[src/tof_pkg.sv]
// Shared types and constants for the telnet output filter.
// No dependencies; imported by every module of the block.
package tof_pkg;

    localparam logic [7:0] CH_NUL   = 8'h00;
    localparam logic [7:0] CH_LF    = 8'h0A;
    localparam logic [7:0] CH_CR    = 8'h0D;
    localparam logic [7:0] CMD_IAC  = 8'hFF;
    localparam logic [7:0] CMD_WILL = 8'hFB;
    localparam logic [7:0] CMD_WONT = 8'hFC;
    localparam logic [7:0] CMD_DO   = 8'hFD;
    localparam logic [7:0] CMD_DONT = 8'hFE;
    localparam logic [7:0] OPT_ECHO = 8'h01;

    localparam logic [1:0] ECHO_NONE = 2'd0;
    localparam logic [1:0] ECHO_ON   = 2'd1;
    localparam logic [1:0] ECHO_OFF  = 2'd2;

    localparam logic       CFG_TELNET_MODE = 1'b0;
    localparam logic       CFG_MAX_LINE    = 1'b1;
    localparam logic [7:0] MAX_LINE_RESET  = 8'd250;

    localparam int QDEPTH = 2;
    localparam int QPTR_W = (QDEPTH > 1) ? $clog2(QDEPTH) : 1;
    localparam int QCNT_W = $clog2(QDEPTH + 1);

    // One classified item between front and back
    typedef struct packed {
        logic [7:0] out_byte;
        logic       has_byte;
        logic [1:0] echo_request;
        logic       add_lf;
    } tof_entry_t;

endpackage

[src/telnet_output_filter_unit.sv]
// Top level of the telnet output filter: front end, queue and back end.
// Depends on tof_pkg, tof_front, tof_queue and tof_back.
//
// Usage:
//   Input channel s_valid/s_ready/s_in_byte carries the byte stream. The output
//   channel m_valid/m_ready carries results: m_out_byte with m_has_byte, an
//   echo request on m_echo_request (1 on, 2 off), and m_last on the final
//   result of an input byte. Telnet commands other than DO ECHO and DONT ECHO,
//   and a NUL or LF after CR, produce no result at all.
//   Configuration: cfg_we writes cfg_wdata to register cfg_index (0 telnet
//   mode, 1 maximum line length); write only while idle.
//   A taken byte is written into the queue and then into the output register.
//   Throughput: one byte per cycle while the output is not stalled; a byte
//   that hits the line limit yields two results, the second carrying the
//   inserted LF. The two-entry queue between front and back absorbs that
//   extra result and short output stalls. When m_ready stays low the output
//   register holds, the queue fills and s_ready drops once it is full. s_ready
//   depends only on queue occupancy.
//   Reset (aresetn low, synchronous) empties the queue and output, puts the
//   parser in the data state, clears the line count and previous byte, and
//   restores telnet mode off and a line limit of 250.
module telnet_output_filter_unit (
    input  logic       aclk,
    input  logic       aresetn,
    input  logic       cfg_we,
    input  logic       cfg_index,
    input  logic [7:0] cfg_wdata,
    input  logic       s_valid,
    output logic       s_ready,
    input  logic [7:0] s_in_byte,
    output logic       m_valid,
    input  logic       m_ready,
    output logic [7:0] m_out_byte,
    output logic       m_has_byte,
    output logic [1:0] m_echo_request,
    output logic       m_last
);
    import tof_pkg::*;

    logic       push, push_ready, pop, pop_valid;
    tof_entry_t push_entry, pop_entry;

    tof_front u_front (
        .aclk      (aclk),
        .aresetn   (aresetn),
        .cfg_we    (cfg_we),
        .cfg_index (cfg_index),
        .cfg_wdata (cfg_wdata),
        .s_valid   (s_valid),
        .s_ready   (s_ready),
        .s_in_byte (s_in_byte),
        .q_ready   (push_ready),
        .q_push    (push),
        .q_entry   (push_entry)
    );

    tof_queue u_queue (
        .aclk       (aclk),
        .aresetn    (aresetn),
        .push       (push),
        .push_entry (push_entry),
        .push_ready (push_ready),
        .pop        (pop),
        .pop_valid  (pop_valid),
        .pop_entry  (pop_entry)
    );

    tof_back u_back (
        .aclk           (aclk),
        .aresetn        (aresetn),
        .q_valid        (pop_valid),
        .q_entry        (pop_entry),
        .q_pop          (pop),
        .m_valid        (m_valid),
        .m_ready        (m_ready),
        .m_out_byte     (m_out_byte),
        .m_has_byte     (m_has_byte),
        .m_echo_request (m_echo_request),
        .m_last         (m_last)
    );

endmodule

[src/tof_front.sv]
// Front end: accepts input bytes, runs the telnet command parser and the
// line counter, and pushes classified entries. Depends on tof_pkg.
module tof_front (
    input  logic               aclk,
    input  logic               aresetn,
    input  logic               cfg_we,
    input  logic               cfg_index,
    input  logic [7:0]         cfg_wdata,
    input  logic               s_valid,
    output logic               s_ready,
    input  logic [7:0]         s_in_byte,
    input  logic               q_ready,
    output logic               q_push,
    output tof_pkg::tof_entry_t q_entry
);
    import tof_pkg::*;

    localparam logic [2:0] ST_DATA = 3'd0;
    localparam logic [2:0] ST_IAC  = 3'd1;
    localparam logic [2:0] ST_WILL = 3'd2;
    localparam logic [2:0] ST_WONT = 3'd3;
    localparam logic [2:0] ST_DO   = 3'd4;
    localparam logic [2:0] ST_DONT = 3'd5;

    logic       telnet_mode_reg;
    logic [7:0] max_line_reg;
    logic [2:0] state_reg, state_next;
    logic [7:0] prev_reg;
    logic [7:0] count_reg, count_next;

    logic       accept;
    logic       is_data;
    logic [1:0] echo;
    logic [2:0] parse_state;
    logic [7:0] count_inc;

    assign s_ready = q_ready;
    assign accept  = s_valid && q_ready;
    assign count_inc = count_reg + 8'd1;

    always_comb begin
        parse_state = ST_DATA;
        is_data     = 1'b0;
        echo        = ECHO_NONE;
        case (state_reg)
            ST_IAC: begin
                if (s_in_byte == CMD_WILL) begin
                    parse_state = ST_WILL;
                end else if (s_in_byte == CMD_WONT) begin
                    parse_state = ST_WONT;
                end else if (s_in_byte == CMD_DO) begin
                    parse_state = ST_DO;
                end else if (s_in_byte == CMD_DONT) begin
                    parse_state = ST_DONT;
                end else begin
                    // doubled IAC passes as data
                    is_data = (s_in_byte == CMD_IAC);
                end
            end
            ST_WILL, ST_WONT: begin
                parse_state = ST_DATA;
            end
            ST_DO: begin
                if (s_in_byte == OPT_ECHO) begin
                    echo = ECHO_ON;
                end
            end
            ST_DONT: begin
                if (s_in_byte == OPT_ECHO) begin
                    echo = ECHO_OFF;
                end
            end
            default: begin
                if (s_in_byte == CMD_IAC) begin
                    parse_state = ST_IAC;
                end else begin
                    is_data = 1'b1;
                end
            end
        endcase
        if (!telnet_mode_reg) begin
            // raw mode: parser state holds
            parse_state = state_reg;
            is_data     = 1'b1;
            echo        = ECHO_NONE;
        end
    end

    always_comb begin
        state_next = parse_state;
        count_next = count_reg;
        q_push     = 1'b0;
        q_entry    = '{out_byte: s_in_byte, has_byte: 1'b1,
                       echo_request: ECHO_NONE, add_lf: 1'b0};
        if (!is_data) begin
            q_push  = (echo != ECHO_NONE);
            q_entry = '{out_byte: CH_NUL, has_byte: 1'b0,
                        echo_request: echo, add_lf: 1'b0};
        end else if (prev_reg == CH_CR && (s_in_byte == CH_NUL || s_in_byte == CH_LF)) begin
            q_push = 1'b0;
        end else if (s_in_byte == CH_CR || s_in_byte == CH_LF) begin
            q_push     = 1'b1;
            count_next = '0;
        end else if (count_inc >= max_line_reg) begin
            q_push         = 1'b1;
            q_entry.add_lf = 1'b1;
            count_next     = '0;
        end else begin
            q_push     = 1'b1;
            count_next = count_inc;
        end
        if (!accept) begin
            q_push = 1'b0;
        end
    end

    always_ff @(posedge aclk) begin
        if (!aresetn) begin
            telnet_mode_reg <= 1'b0;
            max_line_reg    <= MAX_LINE_RESET;
            state_reg       <= ST_DATA;
            prev_reg        <= CH_NUL;
            count_reg       <= '0;
        end else begin
            if (cfg_we) begin
                if (cfg_index == CFG_TELNET_MODE) begin
                    telnet_mode_reg <= cfg_wdata[0];
                end else begin
                    max_line_reg <= cfg_wdata;
                end
            end
            if (accept) begin
                state_reg <= state_next;
                prev_reg  <= s_in_byte;
                count_reg <= count_next;
            end
        end
    end

endmodule

[src/tof_queue.sv]
// Short register queue between the front and back ends.
// Depends on tof_pkg for the entry type and depth.
module tof_queue (
    input  logic                aclk,
    input  logic                aresetn,
    input  logic                push,
    input  tof_pkg::tof_entry_t push_entry,
    output logic                push_ready,
    input  logic                pop,
    output logic                pop_valid,
    output tof_pkg::tof_entry_t pop_entry
);
    import tof_pkg::*;

    tof_entry_t         entries_reg [QDEPTH];
    logic [QPTR_W-1:0]  wr_ptr_reg, rd_ptr_reg;
    logic [QCNT_W-1:0]  count_reg;
    logic               do_push, do_pop;

    assign push_ready = (count_reg != QCNT_W'(QDEPTH));
    assign pop_valid  = (count_reg != '0);
    assign pop_entry  = entries_reg[rd_ptr_reg];
    assign do_push    = push && push_ready;
    assign do_pop     = pop && pop_valid;

    always_ff @(posedge aclk) begin
        if (do_push) begin
            entries_reg[wr_ptr_reg] <= push_entry;
        end
    end

    always_ff @(posedge aclk) begin
        if (!aresetn) begin
            wr_ptr_reg <= '0;
            rd_ptr_reg <= '0;
            count_reg  <= '0;
        end else begin
            if (do_push) begin
                wr_ptr_reg <= (wr_ptr_reg == QPTR_W'(QDEPTH - 1)) ? '0 : wr_ptr_reg + 1'b1;
            end
            if (do_pop) begin
                rd_ptr_reg <= (rd_ptr_reg == QPTR_W'(QDEPTH - 1)) ? '0 : rd_ptr_reg + 1'b1;
            end
            if (do_push && !do_pop) begin
                count_reg <= count_reg + 1'b1;
            end else if (do_pop && !do_push) begin
                count_reg <= count_reg - 1'b1;
            end
        end
    end

endmodule

[src/tof_back.sv]
// Back end: drains queue entries into the output register and inserts the
// forced line feed after a byte that reached the line limit. Depends on tof_pkg.
module tof_back (
    input  logic                aclk,
    input  logic                aresetn,
    input  logic                q_valid,
    input  tof_pkg::tof_entry_t q_entry,
    output logic                q_pop,
    output logic                m_valid,
    input  logic                m_ready,
    output logic [7:0]          m_out_byte,
    output logic                m_has_byte,
    output logic [1:0]          m_echo_request,
    output logic                m_last
);
    import tof_pkg::*;

    logic       valid_reg, valid_next;
    logic       lf_pending_reg, lf_pending_next;
    logic [7:0] byte_reg, byte_next;
    logic       has_reg, has_next;
    logic [1:0] echo_reg, echo_next;
    logic       last_reg, last_next;
    logic       load;

    assign load = !valid_reg || m_ready;

    always_comb begin
        valid_next      = valid_reg;
        lf_pending_next = lf_pending_reg;
        byte_next       = byte_reg;
        has_next        = has_reg;
        echo_next       = echo_reg;
        last_next       = last_reg;
        q_pop           = 1'b0;
        if (load) begin
            if (lf_pending_reg) begin
                // emit the forced line feed
                valid_next      = 1'b1;
                lf_pending_next = 1'b0;
                byte_next       = CH_LF;
                has_next        = 1'b1;
                echo_next       = ECHO_NONE;
                last_next       = 1'b1;
            end else if (q_valid) begin
                q_pop           = 1'b1;
                valid_next      = 1'b1;
                lf_pending_next = q_entry.add_lf;
                byte_next       = q_entry.out_byte;
                has_next        = q_entry.has_byte;
                echo_next       = q_entry.echo_request;
                last_next       = !q_entry.add_lf;
            end else begin
                valid_next = 1'b0;
            end
        end
    end

    always_ff @(posedge aclk) begin
        if (!aresetn) begin
            valid_reg      <= 1'b0;
            lf_pending_reg <= 1'b0;
        end else begin
            valid_reg      <= valid_next;
            lf_pending_reg <= lf_pending_next;
        end
    end

    always_ff @(posedge aclk) begin
        byte_reg <= byte_next;
        has_reg  <= has_next;
        echo_reg <= echo_next;
        last_reg <= last_next;
    end

    assign m_valid        = valid_reg;
    assign m_out_byte     = byte_reg;
    assign m_has_byte     = has_reg;
    assign m_echo_request = echo_reg;
    assign m_last         = last_reg;

endmodule
[config.mk]
export PLATFORM = sky130hd
export DESIGN_NAME = telnet_output_filter_unit
export DESIGN_NICKNAME = d
export VERILOG_FILES = /design/src/tof_pkg.sv /design/src/telnet_output_filter_unit.sv /design/src/tof_front.sv /design/src/tof_queue.sv /design/src/tof_back.sv
export SDC_FILE = /design/constraint.sdc
export NUM_CORES = 1
export LEC_CHECK = 0
export BUFFER_PORTS_ARGS = -buffer_cell sky130_fd_sc_hd__buf_4
export CORE_AREA = 5 5 86 88
export DETAILED_ROUTE_END_ITERATION = 10
export DIE_AREA = 0 0 91 93
export PLACE_DENSITY_LB_ADDON = 0.2
export REMOVE_ABC_BUFFERS = 1
export SYNTH_ARGS = -nofsm -noshare
export SYNTH_HDL_FRONTEND = slang
export SYNTH_SLANG_ARGS = --single-unit
[constraint.sdc]
create_clock -name aclk -period 2.7 [get_ports aclk]
set_input_delay 0.135 -clock aclk [delete_from_list [all_inputs] [get_ports aclk]]
set_output_delay 0.135 -clock aclk [all_outputs]
set_load 0.005 [all_outputs]
==> impl_results.md <==
* Placer congestion estimate at around 0.98
* Total power at between 0.003 and 0.004 W
* Mapped cell area at ~0.0033 mm²
* Wire per inst at 14.2 µm
* # IOs at 36
* IO Port Bufs at 35
* Largest net degree at the start of global routing at 30
* Worst-path maximum fanout at 5
* N_diodes at 0
* Top cell type by total area after synthesis: edfxtp_1
* Worst-Margin Slew at approximately 890 ps
* Area grow syn2layout at 20.1%
* Seq pwr share at about 46%
* Core area at between 0.006 and 0.007 mm²
* Main flop type after synthesis: edfxtp_1
* Synth cell types at 47
* Ys Warns at 0
* Max FFs per register at 24
* Yosys reg bits at between 70 and 80
* Nature of the critical path endpoint: register
* DRT Wirelength at between 6000 and 7000 µm
* Worst setup path endpoint: u_queue.count_reg[1]$_SDFFE_PN0P_
* Avg Inst Size Synth at 10.1 µm²
* Final setup vio count at 0
* Relative slew slack at between 40% and 50%
* Area contributors post-synth: edfxtp_1, dfxtp_1, nand2_1
* Fillers at about 550
* Final instance area at 0.00393 mm²
* Clk_lat worst skew at about 350 ps
* Vias in the first global route at between 2000 and 2500
* Final Hold Viols at 0
* CP Class: reg -> reg
* Die width at slightly above 90 µm
* Post-synthesis sequential area ratio at roughly 54%
* Unrepaired setup endpoints after global routing: false
* RR Startpoint: u_front.state_reg[0]$_SDFFE_PN0P_
* Static Leak at about 1.5 nW
* Dpl hpwl at roughly 4400 µm
* Worst Path Arrival at between 2000 and 3000 ps
* Type of origin of the critical path: register
* Hold Path Class: in -> reg
* R2R setup slack at approximately 120 ps
* # DRC at 0
* Area of the multi-input gates at approximately 0.0014 mm²
* Post-synth ARST share at 0%
* Nets at 400
* Power per cell area at 832 mW/mm²
* Die area at roughly 0.0085 mm²
* Post-synth EDFFs at 36
* Cell count after synthesis at 323
* Logic pwr share at roughly 24%
* Reg2reg end: u_queue.count_reg[1]$_SDFFE_PN0P_
* Via density per instance at approximately 5.4
* Max-Cap Viols at 0
* Setup ws final at between 100 and 150 ps
* Clock Power Share at 29.5%
* Register area at between 0.0015 and 0.002 mm²
* Initial core utilization at around half
* Maximum VDD drop at 0.472 mV
* Crit path time final at 2580 ps
* Chip height at between 90 and 100 µm
* Root Buffer: clkbuf_8
* Total Routing Usage GR at roughly 16%
* Critical Path RT at a little under 3000 ps
* Slew Limit Fails at 0
* Row count at 30
* Initial antenna violation count at 0
* Placed Instance Area at 0.00365 mm²
* First-pass GRT wire length at 10500 µm
* TritonCTS clock tree: yes
* Worst-case clock buffer depth at 2
* Sw power at between 0.0009 and 0.001 W
* CP Launch Point: u_front.state_reg[0]$_SDFFE_PN0P_
* Layout Skew at around 9.4 ps
* CTS Sinks at just over 70
* P_int at ~0.0023 W
* DRT Pass-1 Iters at 4
* Max Clk Rate at slightly below 0.4 GHz
* Sw frac at 29.2%
* Total grt overflow at 0
* Dpl ws at approximately 56 ps
* Layout cell share with drive strength beyond 1 at a little under a quarter
* Commonest non-fill, non-tap cell in the layout: buf_4
* CTS Buf Count at 9
* Commonest non-fill, non-tap cells in the layout: buf_4, nand2_1, edfxtp_1
* Status: completed
* Clock transition at path regs at approximately 80 ps
* R2R cell count at 10
* DR iter-0 viols at around 120
* Post-route ant nets at 0
* CTS HTree Levels at 3
* Tcrit/Tclk final at a little over nine tenths
* Share of the synthesized area in the top cell type at 33.0%
* Via count at 2441
## timing repair
item,CTS,global route
setup endpoints to repair,0,9
resized for setup,0,9
endpoints found under the hold margin,1,0
buffers inserted,0,1
hold buffers,1,0
## through the flow
step                cells  utilization, %  hold WS [ps]  setup TNS, ps
finish                452            59.8          7.21              0
global route          452            59.8          11.9              0
CTS                   451            59.2         0.114              0
detailed placement    434            55.5           366              0
global placement      434            55.5           357              0
floorplan             308               -           224          -2030
## area by class of cell
cell class | instances | share of cell area [%]
Sequential cell | 71 | 45.5
Inverter | 16 | 1.53
Clock inverter | 7 | 2.67
Clock buffer | 9 | 3.15
Timing Repair Buffer | 48 | 9.23
Tap cell | 80 | 2.55
Multi-Input combinational cell | 221 | 35.4
## worst min-delay path by stage
stage / to / startpoint / slack, ps / cells after the start
finish: u_front.max_line_reg[4]$_SDFFE_PN1P_ / cfg_wdata[4] / 7 / 3
global route: u_front.max_line_reg[7]$_SDFFE_PN1P_ / cfg_wdata[7] / 10 / 3
CTS: u_front.max_line_reg[4]$_SDFFE_PN1P_ / cfg_wdata[4] / 0.1 / 3
detailed placement: u_front.max_line_reg[3]$_SDFFE_PN1P_ / cfg_wdata[3] / 370 / 3
global placement: u_front.max_line_reg[4]$_SDFFE_PN1P_ / cfg_wdata[4] / 360 / 3
floorplan: u_front.max_line_reg[1]$_SDFFE_PN1P_ / aresetn / 220 / 1
## cell usage after synthesis (3+ instances only)
cell	number
nor4_1	5
xor2_1	7
ha_1	11
o21ai_0	5
and2_1	9
a211o_1	3
nand2_1	38
dfxtp_1	35
a21oi_1	28
nor2_1	27
nor3_1	4
xnor2_1	4
inv_1	14
edfxtp_1	36
or3_1	5
nor2b_1	7
mux2i_1	10
nand3_1	19
o22ai_1	4
buf_2	4
clkbuf_1	10
o211ai_1	7
## critical path, stage by stage (launching register included)
cell and delay [ps]:
dfxtp_2 360, or3b_4 410, or4_4 550, o21ai_1 100, or4_4 150, and2_4 140, inv_2 40, ha_4 140
xor2_1 140, or3_1 320, a21oi_1 140
## power by group through the flow
stage	Clock (W)	Combinational (W)	Sequential, W
6_report	0.000964	0.000790	0.00151
2_1_floorplan	0	0.000422	0.00153
3_5_place_dp	0	0.000773	0.00154
5_1_grt	0.00104	0.000884	0.00154
4_1_cts	0.000981	0.000778	0.00152
3_3_place_gp	0	0.000756	0.00154
## per-layer routing
layer / up-vias / GRT usage (%) / wire [µm]
met5: - / 0 / 0
met4: 0 / 6.72 / 138
met3: 16 / 3.38 / 324
met2: 57 / 25.1 / 3120
met1: 1136 / 20.0 / 2830
li1: 1232 / - / -
## cells by family after synthesis
family                   count (synthesis)  share of synthesized area, %
AO/OA/AOI/OAI                           55                          10.3
XOR/XNOR                                11                          2.94
adder cells (fa/ha/maj)                 11                          4.21
buffers and inverters                   31                          3.94
flip-flops                              71                          54.5
multiplexers                            10                          3.06
AND/OR/NAND/NOR                        134                          21.1
Note: power is estimated with default switching activity, not from simulation.
